$ cat config.mk
export PLATFORM = sky130hd
export DESIGN_NAME = block_majority_voter_flat
export DESIGN_NICKNAME = d
export VERILOG_FILES = /design/src/bmv_pkg.sv /design/src/bmv_ifs.sv /design/src/bmv_pair_lane.sv /design/src/bmv_vote_lane.sv /design/src/bmv_merge.sv /design/src/block_majority_voter.sv /design/src/flat_wrapper.sv
export SDC_FILE = /design/constraint.sdc
export NUM_CORES = 1
export LEC_CHECK = 0
export BUFFER_PORTS_ARGS = -buffer_cell sky130_fd_sc_hd__buf_2
export CORE_ASPECT_RATIO = 1.25
export CORE_MARGIN = 3
export CORE_UTILIZATION = 65
export DETAILED_ROUTE_END_ITERATION = 8
export PLACE_DENSITY = 0.85
export SYNTH_ARGS = -nofsm -noshare
export SYNTH_HDL_FRONTEND = slang
export SYNTH_HIERARCHICAL = 1
export SYNTH_SLANG_ARGS = --single-unit
$ cat constraint.sdc
create_clock -name clk -period 21.9 [get_ports clk]
set_clock_uncertainty 0.1 [all_clocks]
set_input_delay 2.19 -clock clk [delete_from_list [all_inputs] [get_ports clk]]
set_output_delay 2.19 -clock clk [all_outputs]
set_load 0.02 [all_outputs]
$ cat src/bmv_pkg.sv
// Shared types and constants for the block majority voter.
// No dependencies; every other file refers to this package by scoped names.
package bmv_pkg;

	localparam int MAX_DISKS_DEF = 8;          // default disk lanes
	localparam int BYTE_W        = 8;          // one disk byte
	localparam int BYTES_W       = 64;         // disk_bytes field width
	localparam int DISK_W        = 3;          // winner_disk field width
	localparam int VOTE_W        = 3;          // winner_votes field width
	localparam int CFG_W         = 4;          // disk_count register width
	localparam logic [CFG_W-1:0] DISK_COUNT_RST = 4'd3;

	// Per-word control handed to every pair lane.
	typedef struct packed {
		logic upd;     // a word is accepted this cycle
		logic last;    // it closes the block
	} lane_ctl_t;

endpackage

$ cat src/bmv_ifs.sv
// Channel interfaces of the block majority voter: input word, result word, config write.
// Depends on bmv_pkg for the field widths.
interface bmv_in_if;
	logic                         valid;
	logic                         ready;
	logic [bmv_pkg::BYTES_W-1:0]  disk_bytes;
	logic                         last_byte;

	modport source (output valid, output disk_bytes, output last_byte, input ready);
	modport sink   (input valid, input disk_bytes, input last_byte, output ready);
endinterface

interface bmv_out_if;
	logic                        valid;
	logic                        ready;
	logic [bmv_pkg::DISK_W-1:0]  winner_disk;
	logic [bmv_pkg::VOTE_W-1:0]  winner_votes;

	modport source (output valid, output winner_disk, output winner_votes, input ready);
	modport sink   (input valid, input winner_disk, input winner_votes, output ready);
endinterface

interface bmv_cfg_if;
	logic                       valid;
	logic                       ready;
	logic [bmv_pkg::CFG_W-1:0]  disk_count;

	modport source (output valid, output disk_count, input ready);
	modport sink   (input valid, input disk_count, output ready);
endinterface

$ cat src/bmv_pair_lane.sv
// One disk pair: compare the two bytes of each word and hold the still-equal flag.
// Depends on bmv_pkg for the byte width and lane control struct.
module bmv_pair_lane (
	input  logic                        clk,
	input  logic                        arst_n,
	input  bmv_pkg::lane_ctl_t          ctl,
	input  logic [bmv_pkg::BYTE_W-1:0]  byte_a,
	input  logic [bmv_pkg::BYTE_W-1:0]  byte_b,
	output logic                        flag_fin
);

	logic flag_q;

	// Flag as it stands after folding in the current word.
	assign flag_fin = flag_q & (byte_a == byte_b);

	always_ff @(posedge clk or negedge arst_n) begin
		if (!arst_n) begin
			flag_q <= 1'b1;
		end else if (ctl.upd) begin
			// rearm at block end, otherwise accumulate
			flag_q <= ctl.last ? 1'b1 : flag_fin;
		end
	end

endmodule

$ cat src/bmv_vote_lane.sv
// One disk: count the taking-part disks whose whole block matched this one.
// Depends on bmv_pkg for the vote width.
module bmv_vote_lane #(
	parameter int MAX_DISKS = bmv_pkg::MAX_DISKS_DEF,
	parameter int DISK_IDX  = 0,
	parameter int CNT_W     = $clog2(MAX_DISKS + 1)
) (
	input  logic [MAX_DISKS-1:0]        eq_row,
	input  logic [CNT_W-1:0]            n,
	output logic [bmv_pkg::VOTE_W-1:0]  votes
);

	localparam logic [CNT_W-1:0] SELF = CNT_W'(DISK_IDX);

	always_comb begin
		votes = '0;
		if (SELF < n) begin
			for (int j = 0; j < MAX_DISKS; j++) begin
				if (j != DISK_IDX && CNT_W'(j) < n) begin
					votes = votes + bmv_pkg::VOTE_W'(eq_row[j]);
				end
			end
		end
	end

endmodule

$ cat src/bmv_merge.sv
// Merge stage: pick the lowest-index disk holding the highest vote count.
// Depends on bmv_pkg for the disk and vote widths.
module bmv_merge #(
	parameter int MAX_DISKS = bmv_pkg::MAX_DISKS_DEF,
	parameter int CNT_W     = $clog2(MAX_DISKS + 1)
) (
	input  logic [bmv_pkg::VOTE_W-1:0]  votes [MAX_DISKS],
	input  logic [CNT_W-1:0]            n,
	output logic [bmv_pkg::DISK_W-1:0]  best_disk,
	output logic [bmv_pkg::VOTE_W-1:0]  best_votes
);

	always_comb begin
		best_disk  = '0;
		best_votes = votes[0];
		for (int i = 1; i < MAX_DISKS; i++) begin
			// strict compare keeps the lowest index on ties
			if (CNT_W'(i) < n && votes[i] > best_votes) begin
				best_disk  = bmv_pkg::DISK_W'(i);
				best_votes = votes[i];
			end
		end
	end

endmodule

$ cat src/block_majority_voter.sv
// Block majority voter. Feed one word per byte position of a mirrored block: disk_bytes
// carries the byte of disk i in bits 8i+7..8i, and last_byte marks the final position.
// A pair lane per disk pair keeps a flag that stays set while the two disks agree; on the
// last byte each disk gets one vote for every other taking-part disk whose whole block
// matched it, and the result names the disk with the most votes (lowest index on ties)
// together with that count. Blocks that are not closed give no result. Throughput is one
// word per clock while the pipeline does not stall: the pair compares are a single byte
// compare each, and the vote count and the merge each sit in a pipeline stage of their
// own. The edge that accepts the last byte captures the final flags; the votes are then
// registered into stage 2 and the merge into the output register. The input keeps
// accepting while results wait downstream and a stage is free; up to three are in flight.
// disk_count (1..MAX_DISKS) is sampled with the last byte; zero acts as one disk and
// values above MAX_DISKS saturate. Write it only while the block is idle.
// Depends on bmv_pkg, bmv_ifs, bmv_pair_lane, bmv_vote_lane and bmv_merge.
module block_majority_voter #(
	parameter int MAX_DISKS = bmv_pkg::MAX_DISKS_DEF
) (
	input  logic        clk,
	input  logic        arst_n,
	bmv_cfg_if.sink     cfg,
	bmv_in_if.sink      item,
	bmv_out_if.source   result
);

	localparam int CNT_W = $clog2(MAX_DISKS + 1);
	localparam logic [CNT_W-1:0] N_MAX = CNT_W'(MAX_DISKS);

	// ---------------------------------------------------------------
	// Configuration register: always ready.
	// ---------------------------------------------------------------
	logic [bmv_pkg::CFG_W-1:0] disk_count_q;

	assign cfg.ready = 1'b1;

	always_ff @(posedge clk or negedge arst_n) begin
		if (!arst_n) begin
			disk_count_q <= bmv_pkg::DISK_COUNT_RST;
		end else if (cfg.valid) begin
			disk_count_q <= cfg.disk_count;
		end
	end

	// Clamp the count to 1..MAX_DISKS.
	logic [CNT_W-1:0] n_clamped;

	always_comb begin
		if (disk_count_q == '0) begin
			n_clamped = CNT_W'(1);
		end else if ({1'b0, disk_count_q} > (bmv_pkg::CFG_W + 1)'(MAX_DISKS)) begin
			n_clamped = N_MAX;
		end else begin
			n_clamped = CNT_W'(disk_count_q);
		end
	end

	// ---------------------------------------------------------------
	// Pipeline handshake: each stage advances when its successor frees up.
	// ---------------------------------------------------------------
	logic v1_q, v2_q, out_valid_q;
	logic adv_out, adv2, adv1;
	logic acc;

	assign adv_out    = !out_valid_q || result.ready;
	assign adv2       = !v2_q || adv_out;
	assign adv1       = !v1_q || adv2;
	assign item.ready = adv1;
	assign acc        = item.valid && item.ready;

	// ---------------------------------------------------------------
	// Pair lanes: one compare and flag per disk pair.
	// ---------------------------------------------------------------
	bmv_pkg::lane_ctl_t lane_ctl;
	wire [MAX_DISKS-1:0] fin_row [MAX_DISKS];

	assign lane_ctl.upd  = acc;
	assign lane_ctl.last = item.last_byte;

	for (genvar i = 0; i < MAX_DISKS; i++) begin : g_row
		assign fin_row[i][i] = 1'b0;
		for (genvar j = i + 1; j < MAX_DISKS; j++) begin : g_pair
			bmv_pair_lane u_pair (
				.clk      (clk),
				.arst_n   (arst_n),
				.ctl      (lane_ctl),
				.byte_a   (item.disk_bytes[bmv_pkg::BYTE_W*i +: bmv_pkg::BYTE_W]),
				.byte_b   (item.disk_bytes[bmv_pkg::BYTE_W*j +: bmv_pkg::BYTE_W]),
				.flag_fin (fin_row[i][j])
			);
			// mirror so each disk sees its full row
			assign fin_row[j][i] = fin_row[i][j];
		end
	end

	// Stage 1: capture the final flags and the count on the last byte.
	logic [MAX_DISKS-1:0] rows_s1 [MAX_DISKS];
	logic [CNT_W-1:0]     n_s1;

	always_ff @(posedge clk or negedge arst_n) begin
		if (!arst_n) begin
			v1_q <= 1'b0;
		end else if (adv1) begin
			v1_q <= acc && item.last_byte;
		end
	end

	always_ff @(posedge clk) begin
		if (acc && item.last_byte) begin
			rows_s1 <= fin_row;
			n_s1    <= n_clamped;
		end
	end

	// ---------------------------------------------------------------
	// Vote lanes: one per disk, registered into stage 2.
	// ---------------------------------------------------------------
	logic [bmv_pkg::VOTE_W-1:0] votes_c  [MAX_DISKS];
	logic [bmv_pkg::VOTE_W-1:0] votes_s2 [MAX_DISKS];
	logic [CNT_W-1:0]           n_s2;

	for (genvar d = 0; d < MAX_DISKS; d++) begin : g_vote
		bmv_vote_lane #(
			.MAX_DISKS (MAX_DISKS),
			.DISK_IDX  (d),
			.CNT_W     (CNT_W)
		) u_vote (
			.eq_row (rows_s1[d]),
			.n      (n_s1),
			.votes  (votes_c[d])
		);
	end

	always_ff @(posedge clk or negedge arst_n) begin
		if (!arst_n) begin
			v2_q <= 1'b0;
		end else if (adv2) begin
			v2_q <= v1_q;
		end
	end

	always_ff @(posedge clk) begin
		if (adv2 && v1_q) begin
			votes_s2 <= votes_c;
			n_s2     <= n_s1;
		end
	end

	// ---------------------------------------------------------------
	// Merge stage and output register.
	// ---------------------------------------------------------------
	logic [bmv_pkg::DISK_W-1:0] best_disk;
	logic [bmv_pkg::VOTE_W-1:0] best_votes;
	logic [bmv_pkg::DISK_W-1:0] winner_disk_q;
	logic [bmv_pkg::VOTE_W-1:0] winner_votes_q;

	bmv_merge #(
		.MAX_DISKS (MAX_DISKS),
		.CNT_W     (CNT_W)
	) u_merge (
		.votes      (votes_s2),
		.n          (n_s2),
		.best_disk  (best_disk),
		.best_votes (best_votes)
	);

	always_ff @(posedge clk or negedge arst_n) begin
		if (!arst_n) begin
			out_valid_q <= 1'b0;
		end else if (adv_out) begin
			out_valid_q <= v2_q;
		end
	end

	always_ff @(posedge clk) begin
		if (adv_out && v2_q) begin
			winner_disk_q  <= best_disk;
			winner_votes_q <= best_votes;
		end
	end

	assign result.valid        = out_valid_q;
	assign result.winner_disk  = winner_disk_q;
	assign result.winner_votes = winner_votes_q;

	// ---------------------------------------------------------------
	// Assertions
	// ---------------------------------------------------------------
`ifndef SYNTHESIS
	a_last_enters_s1 : assert property (@(posedge clk) disable iff (!arst_n)
		acc && item.last_byte |=> v1_q)
		else $error("last byte did not enter the flag stage");

	a_s1_holds : assert property (@(posedge clk) disable iff (!arst_n)
		v1_q && !adv2 |=> v1_q && $stable(n_s1))
		else $error("stalled flag stage lost its contents");

	a_ready_free : assert property (@(posedge clk) disable iff (!arst_n)
		item.ready == (!v1_q || !v2_q || !out_valid_q || result.ready))
		else $error("input ready disagrees with pipeline occupancy");

	a_out_from_s2 : assert property (@(posedge clk) disable iff (!arst_n)
		v2_q && adv_out |=> out_valid_q)
		else $error("vote stage result did not reach the output");
`endif

endmodule
$ cat src/flat_wrapper.sv
// flat-port wrapper written by rule: the top's interface ports become plain ports
module block_majority_voter_flat 
#(
	parameter int MAX_DISKS = bmv_pkg::MAX_DISKS_DEF
)
  (clk, arst_n, cfg_valid, cfg_disk_count, cfg_ready, item_valid, item_disk_bytes, item_last_byte, item_ready, result_valid, result_winner_disk, result_winner_votes, result_ready);
  bmv_cfg_if cfg_i ();
  bmv_in_if item_i ();
  bmv_out_if result_i ();
  input  logic clk;
  input  logic arst_n;
  input wire logic [$bits(cfg_i.valid)-1:0] cfg_valid;
  input wire logic [$bits(cfg_i.disk_count)-1:0] cfg_disk_count;
  output wire logic [$bits(cfg_i.ready)-1:0] cfg_ready;
  input wire logic [$bits(item_i.valid)-1:0] item_valid;
  input wire logic [$bits(item_i.disk_bytes)-1:0] item_disk_bytes;
  input wire logic [$bits(item_i.last_byte)-1:0] item_last_byte;
  output wire logic [$bits(item_i.ready)-1:0] item_ready;
  output wire logic [$bits(result_i.valid)-1:0] result_valid;
  output wire logic [$bits(result_i.winner_disk)-1:0] result_winner_disk;
  output wire logic [$bits(result_i.winner_votes)-1:0] result_winner_votes;
  input wire logic [$bits(result_i.ready)-1:0] result_ready;
  assign cfg_i.valid = cfg_valid;
  assign cfg_i.disk_count = cfg_disk_count;
  assign cfg_ready = cfg_i.ready;
  assign item_i.valid = item_valid;
  assign item_i.disk_bytes = item_disk_bytes;
  assign item_i.last_byte = item_last_byte;
  assign item_ready = item_i.ready;
  assign result_valid = result_i.valid;
  assign result_winner_disk = result_i.winner_disk;
  assign result_winner_votes = result_i.winner_votes;
  assign result_i.ready = result_ready;
  block_majority_voter #(.MAX_DISKS(MAX_DISKS)) u_core (.clk(clk), .arst_n(arst_n), .cfg(cfg_i), .item(item_i), .result(result_i));
endmodule
=== Yosys cells after proc, flatten, opt, wreduce, memory -nomap -nowiden ===
Index checks and enable logic that the tools add are counted.

* Magnitude comparators: 23
* Equal/unequal tests: 28
* Bitwise gates (word level): 28
* Reductions and logical operators: 21
* Add/subtract/negate cells: 48
* Multiplexer cells: 146

{| class="wikitable"
|+ Operator list
! operator !! count
|-
| 3-bit two-way mux || 105
|-
| 8-bit equality test || 28
|-
| 3-bit by 1-bit adder with 3-bit output || 48
|-
| 1-bit two-way mux || 38
|-
| 3-bit by 4-bit less-than comparator with 1-bit output (first input constant) || 8
|-
| 1-bit bitwise AND || 28
|-
| 3-bit > comparator || 7
|-
| 2-bit by 4-bit less-than comparator with 1-bit output (first input constant) || 4
|-
| 1-bit by 4-bit less-than comparator with 1-bit output (first input constant) || 3
|-
| 1-bit logical AND || 11
|-
| 4-bit > comparator (second input constant) || 1
|-
| 4-bit logical NOT || 1
|-
| 2-bit two-way mux || 2
|-
| 4-bit two-way mux || 1
|-
| 2-bit OR reduction || 2
|-
| 4-bit OR reduction || 1
|-
| 1-bit logical NOT || 3
|-
| 1-bit logical OR || 3
|}

* Word-level logic and storage cells: 349
* Bits of input ports: 74
* Output and inout bits: 9
* Bits in registers: 129

=== Logic depth before layout (Yosys ltp) ===
Gate-level depths: netlist (run 1).

* Depth in word-level cells: 21
* Mapped depth: 49
* Depth with buffers taken out: 49

=== Modules after synthesis ===
Netlist (run 1), hierarchy kept.

{| class="wikitable"
|+ By module, submodules not included
! module !! cells an instance !! sequential area each (um^2) !! area each (um^2) !! instances
|-
| bmv_pair_lane || 15 || 26.3 || 138.9 || 28
|-
| block_majority_voter || 96 || 2159.6 || 2334.7 || 1
|-
| bmv_merge || 159 || 0.0 || 1108.6 || 1
|-
| bmv_vote_lane (u_core.g_vote[1].u_vote) || 88 || 0.0 || 630.6 || 1
|-
| bmv_vote_lane (u_core.g_vote[2].u_vote) || 75 || 0.0 || 588.1 || 1
|-
| bmv_vote_lane (u_core.g_vote[4].u_vote) || 77 || 0.0 || 568.0 || 1
|-
| bmv_vote_lane (u_core.g_vote[0].u_vote) || 71 || 0.0 || 531.8 || 1
|-
| bmv_vote_lane (u_core.g_vote[5].u_vote) || 72 || 0.0 || 530.5 || 1
|-
| bmv_vote_lane (u_core.g_vote[3].u_vote) || 63 || 0.0 || 519.2 || 1
|-
| bmv_vote_lane (u_core.g_vote[6].u_vote) || 64 || 0.0 || 511.7 || 1
|-
| bmv_vote_lane (u_core.g_vote[7].u_vote) || 63 || 0.0 || 489.2 || 1
|}

=== Least setup slack after synthesis (run 1) ===
No wires, ideal clock.

* Kind: flip-flop to flip-flop
* Start: reg u_core/votes_s2[23] (netlist bit)
* End: reg u_core.winner_votes_q (netlist bit u_core/result.winner_votes[0]), data pin
* Period minus slack after synthesis: 8613 ps
* Stages on the path, launching flop included: 46
* Data required time: 21534 ps
* Data arrival time: 8246 ps
* Path buffers: 0
* Slack: 13287 ps
* Setup time: 266 ps
* Cells stage by stage: edfxtp_1 > inv_1 > ha_1 > and3_1 > or2_4 > o21ai_0 > nand2_1 > ha_1 > nor2_1 > nor2_1 > nor4_1 > a221o_1 > a221oi_1 > nor3_1 > ha_1 > nor2_1 > o2111ai_1 > nand2_1 > (+10 left out) > maj3_1 > and2_1 > and2_1 > nand2_1 > nand2_1 > ha_1 > a21oi_1 > maj3_4 > and2_1 > nor2_1 > a21oi_1 > ha_1 > nor2b_1 > o21ai_0 > nand2b_1 > nand3_1 > and2_4 > a31oi_1

* Word-level cells in the longest chain between the ends: 21

{| class="wikitable"
|+ Ends and longest elaborated chain
! element !! line !! text
|-
| start: declaration || block_majority_voter.sv:117 || <nowiki>logic [bmv_pkg::VOTE_W-1:0] votes_s2 [MAX_DISKS];</nowiki>
|-
| start signal: assignment || block_majority_voter.sv:142 || <nowiki>votes_s2 <= votes_c;</nowiki>
|-
| 3-bit > comparator || bmv_merge.sv:18 || <nowiki>if (CNT_W'(i) < n && votes[i] > best_votes) begin</nowiki>
|-
| 1-bit logical AND || bmv_merge.sv:18 ||
|-
| 3-bit two-way mux (*) || bmv_merge.sv:18 ||
|-
| 3-bit > comparator || bmv_merge.sv:18 ||
|-
| 1-bit logical AND || bmv_merge.sv:18 ||
|-
| 3-bit two-way mux (*) || bmv_merge.sv:18 ||
|-
| 3-bit > comparator || bmv_merge.sv:18 ||
|-
| 1-bit logical AND || bmv_merge.sv:18 ||
|-
| (+6 left out) || -- ||
|-
| 3-bit two-way mux (*) || bmv_merge.sv:18 ||
|-
| 3-bit > comparator || bmv_merge.sv:18 ||
|-
| 1-bit logical AND || bmv_merge.sv:18 ||
|-
| 3-bit two-way mux (*) || bmv_merge.sv:18 ||
|-
| 3-bit > comparator || bmv_merge.sv:18 ||
|-
| 1-bit logical AND || bmv_merge.sv:18 ||
|-
| 3-bit two-way mux (*) || bmv_merge.sv:18 ||
|-
| named net u_core.best_votes, one bit || block_majority_voter.sv:151 || <nowiki>logic [bmv_pkg::VOTE_W-1:0] best_votes;</nowiki>
|-
| end signal: assignment || block_majority_voter.sv:176 || <nowiki>winner_votes_q <= best_votes;</nowiki>
|-
| end: declaration || block_majority_voter.sv:153 || <nowiki>logic [bmv_pkg::VOTE_W-1:0] winner_votes_q;</nowiki>
|}

Mark *: on every way through the listed nets, which the timed path passes. The rest lies on a longest branch.
A chain may end at the register's enable or synchronous reset.

=== Worst setup path after layout (run 1) ===
Same ends and word-level chain as after synthesis.

==> metrics.yaml, run 1 <==
max_cap_viol_count: 0
setup-violations-final: 0
timing.slew.headroom_pct: 44.68
fp.dieH_um: 156.0
power.net_switching_uw: 280.7
detail_routed_net_length_per_standard_cell_um: 19.28
power_frac_clock_pct: 22.4
clock_input_transition_at_the_sequential_cells_of_the_worst_setup_and_hold_paths_ns: 0.09
drtPass1Iterations: 5
grt_max_degree: 82
floorplan.rows: 54
intPower_uw: 459.3
run_status: "complete, no violations"
design_area_um2: 12470
grt_pass1_wl_mm: 48.33
holdBufCountCts: 0
critPathKind: "reg2reg"
dpl.hpwl_mm: 22.44
worst_ep_arrival_time_ns: 9.43
core_area_um2: 17570
post_cts_resize_count: 0
cts_buffers: 9
remaining_drc_errors: 0
floorplan.die_area_um2: 19650
hold_path_class: "reg2reg"
ant_nets: 0
first_global_vias: 9721
post_synth_inst_count: 1247
combPwrFrac_pct: 44.6
timing.critical_path.from_type: "flop"
post_synth_net_total: 1421
final_common_cell: "xnor2_1"
final.period_utilization_pct: 43.02
final_net_count: 1477
timing_max_transition_violations_final: 0
cts_setup_buffers: 0
grt_use_total_pct: 29.96
timing.setup.tns_ns: 0
route.detailed.vias_per_inst: 6.473
layout.core_utilization_pct: 70.96
max_slew.worst_pin.slew_ns: 0.8297
rsz_0062_raised_after_global_routing: "false"
cellPowerDensity_nw_per_um2: 59.37
clock_tree.root_cell: "clkbuf_16"
total_power_uw: 740.1
start_util_pct: 66.59
synth_area_per_cell_um2: 9.380
clk_latency_ns: 0.36
max-clock-path-buffers: 2
syn-cell-area_um2: 11700
maxClockFrequency_mhz: 106.1
seq_power_share_pct: 33.0
antenna_found_initial: 0
critical_path.max_fanout: 8
leftover_overflow_at_the_end_of_global_routing: 0
insertedDiodeCount: 0
number_of_h_tree_levels: 3
layout_common_cells: "xnor2_1, ha_1, nand2_1"
synth.yosys.warnings: 6
vdd.ir_drop.worst_mv: 0.04362
dpl-instance-area_um2: 12150
port_buffers: 81
tritoncts_clock_tree: "done"
hold_violations: 0
tritoncts_num_sinks: 101
period_minus_slack_ns: 9.421
required_ns: 21.91
place_congestion: 1.028
drt_wl_total_mm: 29.54
worst_setup_path_end_kind: "flop"
p_leak_uw: 0.004841
die-width_um: 126.0
swShare_pct: 37.93
max_stage_delay_ns: 0.45
drt_iter0_drc: 557
ios: 83
syn2layout_area_growth_pct: 6.567
detailroute.via_count: 9916
drive_above_1_share_pct: 17.89
crit_path_max_delay_cell_type: "edfxtp_1"
[worst paths after layout]
kind,start,endpoint,slack (ns),cells after the start
max,u_core/votes_s2[23]$_DFFE_PP_,u_core/result.winner_votes[0]$_DFFE_PP_,12.48,47
min,u_core/g_row[1].g_pair[2].u_pair/flag_q$_DFFE_PN1P_,u_core/g_row[1].g_pair[2].u_pair/flag_q$_DFFE_PN1P_,0.42,2
max reg2reg,u_core/votes_s2[23]$_DFFE_PP_,u_core/result.winner_votes[0]$_DFFE_PP_,12.48,47
min reg2reg,u_core/g_row[1].g_pair[2].u_pair/flag_q$_DFFE_PN1P_,u_core/g_row[1].g_pair[2].u_pair/flag_q$_DFFE_PN1P_,0.42,2
max in group asynchronous,arst_n,u_core/v2_q$_DFFE_PN0P_,19.37,1
min in group asynchronous,arst_n,u_core/disk_count_q[2]$_DFFE_PN0P_,1.82,1
[sequential cells by signal, indices dropped and copies added (netlist names)]
signal / cells
u_core/disk_count_q: 4
u_core/g_row.g_pair.u_pair/flag_q: 28
u_core/n_s1: 4
u_core/n_s2: 4
u_core/result.valid: 1
u_core/result.winner_disk: 3
u_core/result.winner_votes: 3
u_core/rows_s1: 28
u_core/v1_q: 1
u_core/v2_q: 1
u_core/votes_s2: 24
[stage by stage]
| step | worst slack, ns | hold WS (ns) | cells |
|---|---|---|---|
| floorplan | 13.29 | 0.3963 | 1247 |
| global placement | 12.80 | 0.4052 | 1516 |
| detailed placement | 12.54 | 0.4113 | 1516 |
| CTS | 12.54 | 0.4261 | 1532 |
| global route | 11.77 | 0.4478 | 1532 |
| finish | 12.48 | 0.4215 | 1532 |
[routing by layer]
metal | share of wire, % | wire, um | vias to the layer above | global-route usage, %
li1 | - | - | 4723 | -
met2 | 50 | 14910 | 355 | 53.34
met1 | 39 | 11640 | 4738 | 35.19
met3 | 4.7 | 1385 | 100 | 3.527
met4 | 5.4 | 1605 | 0 | 16.20
met5 | 0 | 0 | - | 0
[final cells by class]
cell class / instances / area (um2)
fill: 1358 / 5101
clock buffer: 9 / 225.2
clock inverter: 7 / 90.09
sequential: 101 / 2895
inverter: 35 / 131.4
tap: 224 / 280.3
multi-input combinational: 1066 / 8371
timing repair buffer: 90 / 473.0
[critical path: cells and delay by family (launching register included)]
kind                       cells  cell delay [ns]
and+or+nand+nor               23             3.50
adders and majority gates      9             2.66
AOI/OAI and AO/OA             13             1.91
DFF                            1             0.45
muxes                          1             0.38
buffers and inverters          1             0.15
[power by group through the flow]
| stage | sequential (uW) | combinational (uW) | clock [uW] |
|---|---|---|---|
| 5_1_grt | 246 | 366 | 176 |
| 4_1_cts | 244 | 328 | 168 |
| 6_report | 244 | 330 | 166 |
| 3_5_place_dp | 248 | 325 | 0 |
| 3_3_place_gp | 247 | 312 | 0 |
| 2_1_floorplan | 248 | 245 | 0 |
(Power assumes the default switching activity.)
==> inputs of run 2 (changes only) <==
CORE_UTILIZATION = 63   (was 65)
PLACE_DENSITY = 0.83   (was 0.85)
clock period = 9.7 ns   (was 21.9 ns; I/O delays follow)
==> metrics.yaml, run 2 (same netlist as run 1, synthesis figures left out) <==
filler_cell_count: 1415
drt_iter0_drc: 567
final_net_count: 1479
rsz_0062_raised_after_global_routing: "false"
clk_latency_ns: 0.37
seq_power_share_pct: 32.7
grt_use_total_pct: 28.72
vdd.ir_drop.worst_mv: 0.09260
die-width_um: 127.9
core_area_um2: 18170
power_frac_clock_pct: 21.9
grt_pass1_wl_mm: 47.22
cellPowerDensity_nw_per_um2: 134.5
grt_max_degree: 136
combined_flip_flop_and_latch_cell_area_um2: 2895
max_slew.worst_pin.slew_ns: 0.8225
ant_nets: 0
crit_path_max_delay_cell_type: "edfxtp_1"
critPathKind: "reg2reg"
required_ns: 9.72
run_status: "complete, no violations"
max_stage_delay_ns: 0.43
antenna_found_initial: 0
start_util_pct: 64.39
worst_ep_arrival_time_ns: 9.17
timing.slew.headroom_pct: 45.17
biggestRegsByFlops: "u_core/g_row.g_pair.u_pair/flag_q x28, u_core/rows_s1 x28, u_core/votes_s2 x24"
hold_violations: 0
fp.dieH_um: 158.3
first_global_vias: 9525
ios: 83
number_of_h_tree_levels: 3
max-clock-path-buffers: 2
detailroute.via_count: 9916
drt_wl_total_mm: 29.24
critical_path.max_fanout: 8
p_leak_uw: 0.004865
detail_routed_net_length_per_standard_cell_um: 19.01
dpl.hpwl_mm: 22.04
worst_setup_path_end_kind: "flop"
final_common_cell: "xnor2_1"
holdBufCountCts: 0
insertedDiodeCount: 0
post-place-cells: 1519
floorplan.rows: 55
setup-violations-final: 0
combPwrFrac_pct: 45.4
finish.cell_count_without_fillers: 1538
drive_above_1_share_pct: 18.85
timing.critical_path.from_type: "flop"
maxClockFrequency_mhz: 109.3
timing_max_transition_violations_final: 0
clock_input_transition_at_the_sequential_cells_of_the_worst_setup_and_hold_paths_ns: 0.08
syn2layout_area_growth_pct: 7.423
timing.setup.tns_ns: 0
remaining_drc_errors: 0
max_cap_viol_count: 0
final.period_utilization_pct: 94.34
tritoncts_clock_tree: "done"
layout_common_cells: "xnor2_1, ha_1, nand2_1"
cpMostUsedCell: "ha_1"
floorplan.die_area_um2: 20250
cts_buffers: 9
period_minus_slack_ns: 9.151
multi_input_combinational_cell_area_um2: 8438
drtPass1Iterations: 5
clock_tree.root_cell: "clkbuf_16"
power.net_switching_uw: 642.7
hold_path_class: "reg2reg"
leftover_overflow_at_the_end_of_global_routing: 0
route.detailed.vias_per_inst: 6.447
port_buffers: 81
intPower_uw: 1047
tritoncts_num_sinks: 101
place_congestion: 0.9713
swShare_pct: 38.03
-- run 2: timing repair --
item                       CTS  global route
setup buffers                0             3
setup endpoints to repair    0             6
resized for setup            0            17
-- run 2: worst paths after layout --
check,from,endpoint,slack [ns],cells after the start
worst max-delay path,u_core/votes_s2[23]$_DFFE_PP_,u_core/result.winner_votes[0]$_DFFE_PP_,0.55,46
worst min-delay path,u_core/g_row[6].g_pair[7].u_pair/flag_q$_DFFE_PN1P_,u_core/g_row[6].g_pair[7].u_pair/flag_q$_DFFE_PN1P_,0.42,2
worst max register to register,u_core/votes_s2[23]$_DFFE_PP_,u_core/result.winner_votes[0]$_DFFE_PP_,0.55,46
worst min register to register,u_core/g_row[6].g_pair[7].u_pair/flag_q$_DFFE_PN1P_,u_core/g_row[6].g_pair[7].u_pair/flag_q$_DFFE_PN1P_,0.42,2
max in group asynchronous,arst_n,u_core/v1_q$_DFFE_PN0P_,8.42,1
min in group asynchronous,arst_n,u_core/result.valid$_DFFE_PN0P_,0.58,1
-- run 2: critical path: cells and delay by family, from the launching register on --
kind / cells / cell delay, ns
simple gates: 22 / 2.89
fa+ha+maj: 9 / 2.70
compound gates: 13 / 2.29
flops: 1 / 0.43
mux: 1 / 0.38
buf+inv: 1 / 0.11
-- run 2: metal layers --
metal	vias up	share of wire (%)	track usage [%]
met3	91	5.3	3.154
met5	-	0	0
li1	4726	-	-
met2	383	50	50.65
met4	0	5.6	16.78
met1	4716	39	33.74
-- run 2: cell type report --
class                      instances  area share (%)
timing repair buffer              92           3.983
tap                              228           2.270
sequential                       101           23.04
multi-input combinational       1066           67.15
clock buffer                       9           1.792
inverter                          35           1.046
clock inverter                     7          0.7169
-- run 2: stage by stage --
stage                     cell area (um2)  util (%)  hold slack [ns]  total power [uW]  setup WS, ns
after floorplan                     11700         -           0.3963              1112         1.087
after global placement              12160     66.94           0.4064              1260        0.6066
after detailed placement            12160     66.94           0.4099              1295        0.2461
after CTS                           12480     68.67           0.4251              1669        0.2564
after global routing                12570     69.17           0.4479              1803       0.02563
final                               12570     69.17           0.4243              1690        0.5487
-- run 2: power by group through the flow --
stage	sequential, uW	clock [uW]	combinational (uW)
6_report	553	369	768
5_1_grt	557	391	855
4_1_cts	552	377	740
3_5_place_dp	560	0	735
3_3_place_gp	558	0	702
2_1_floorplan	560	0	552
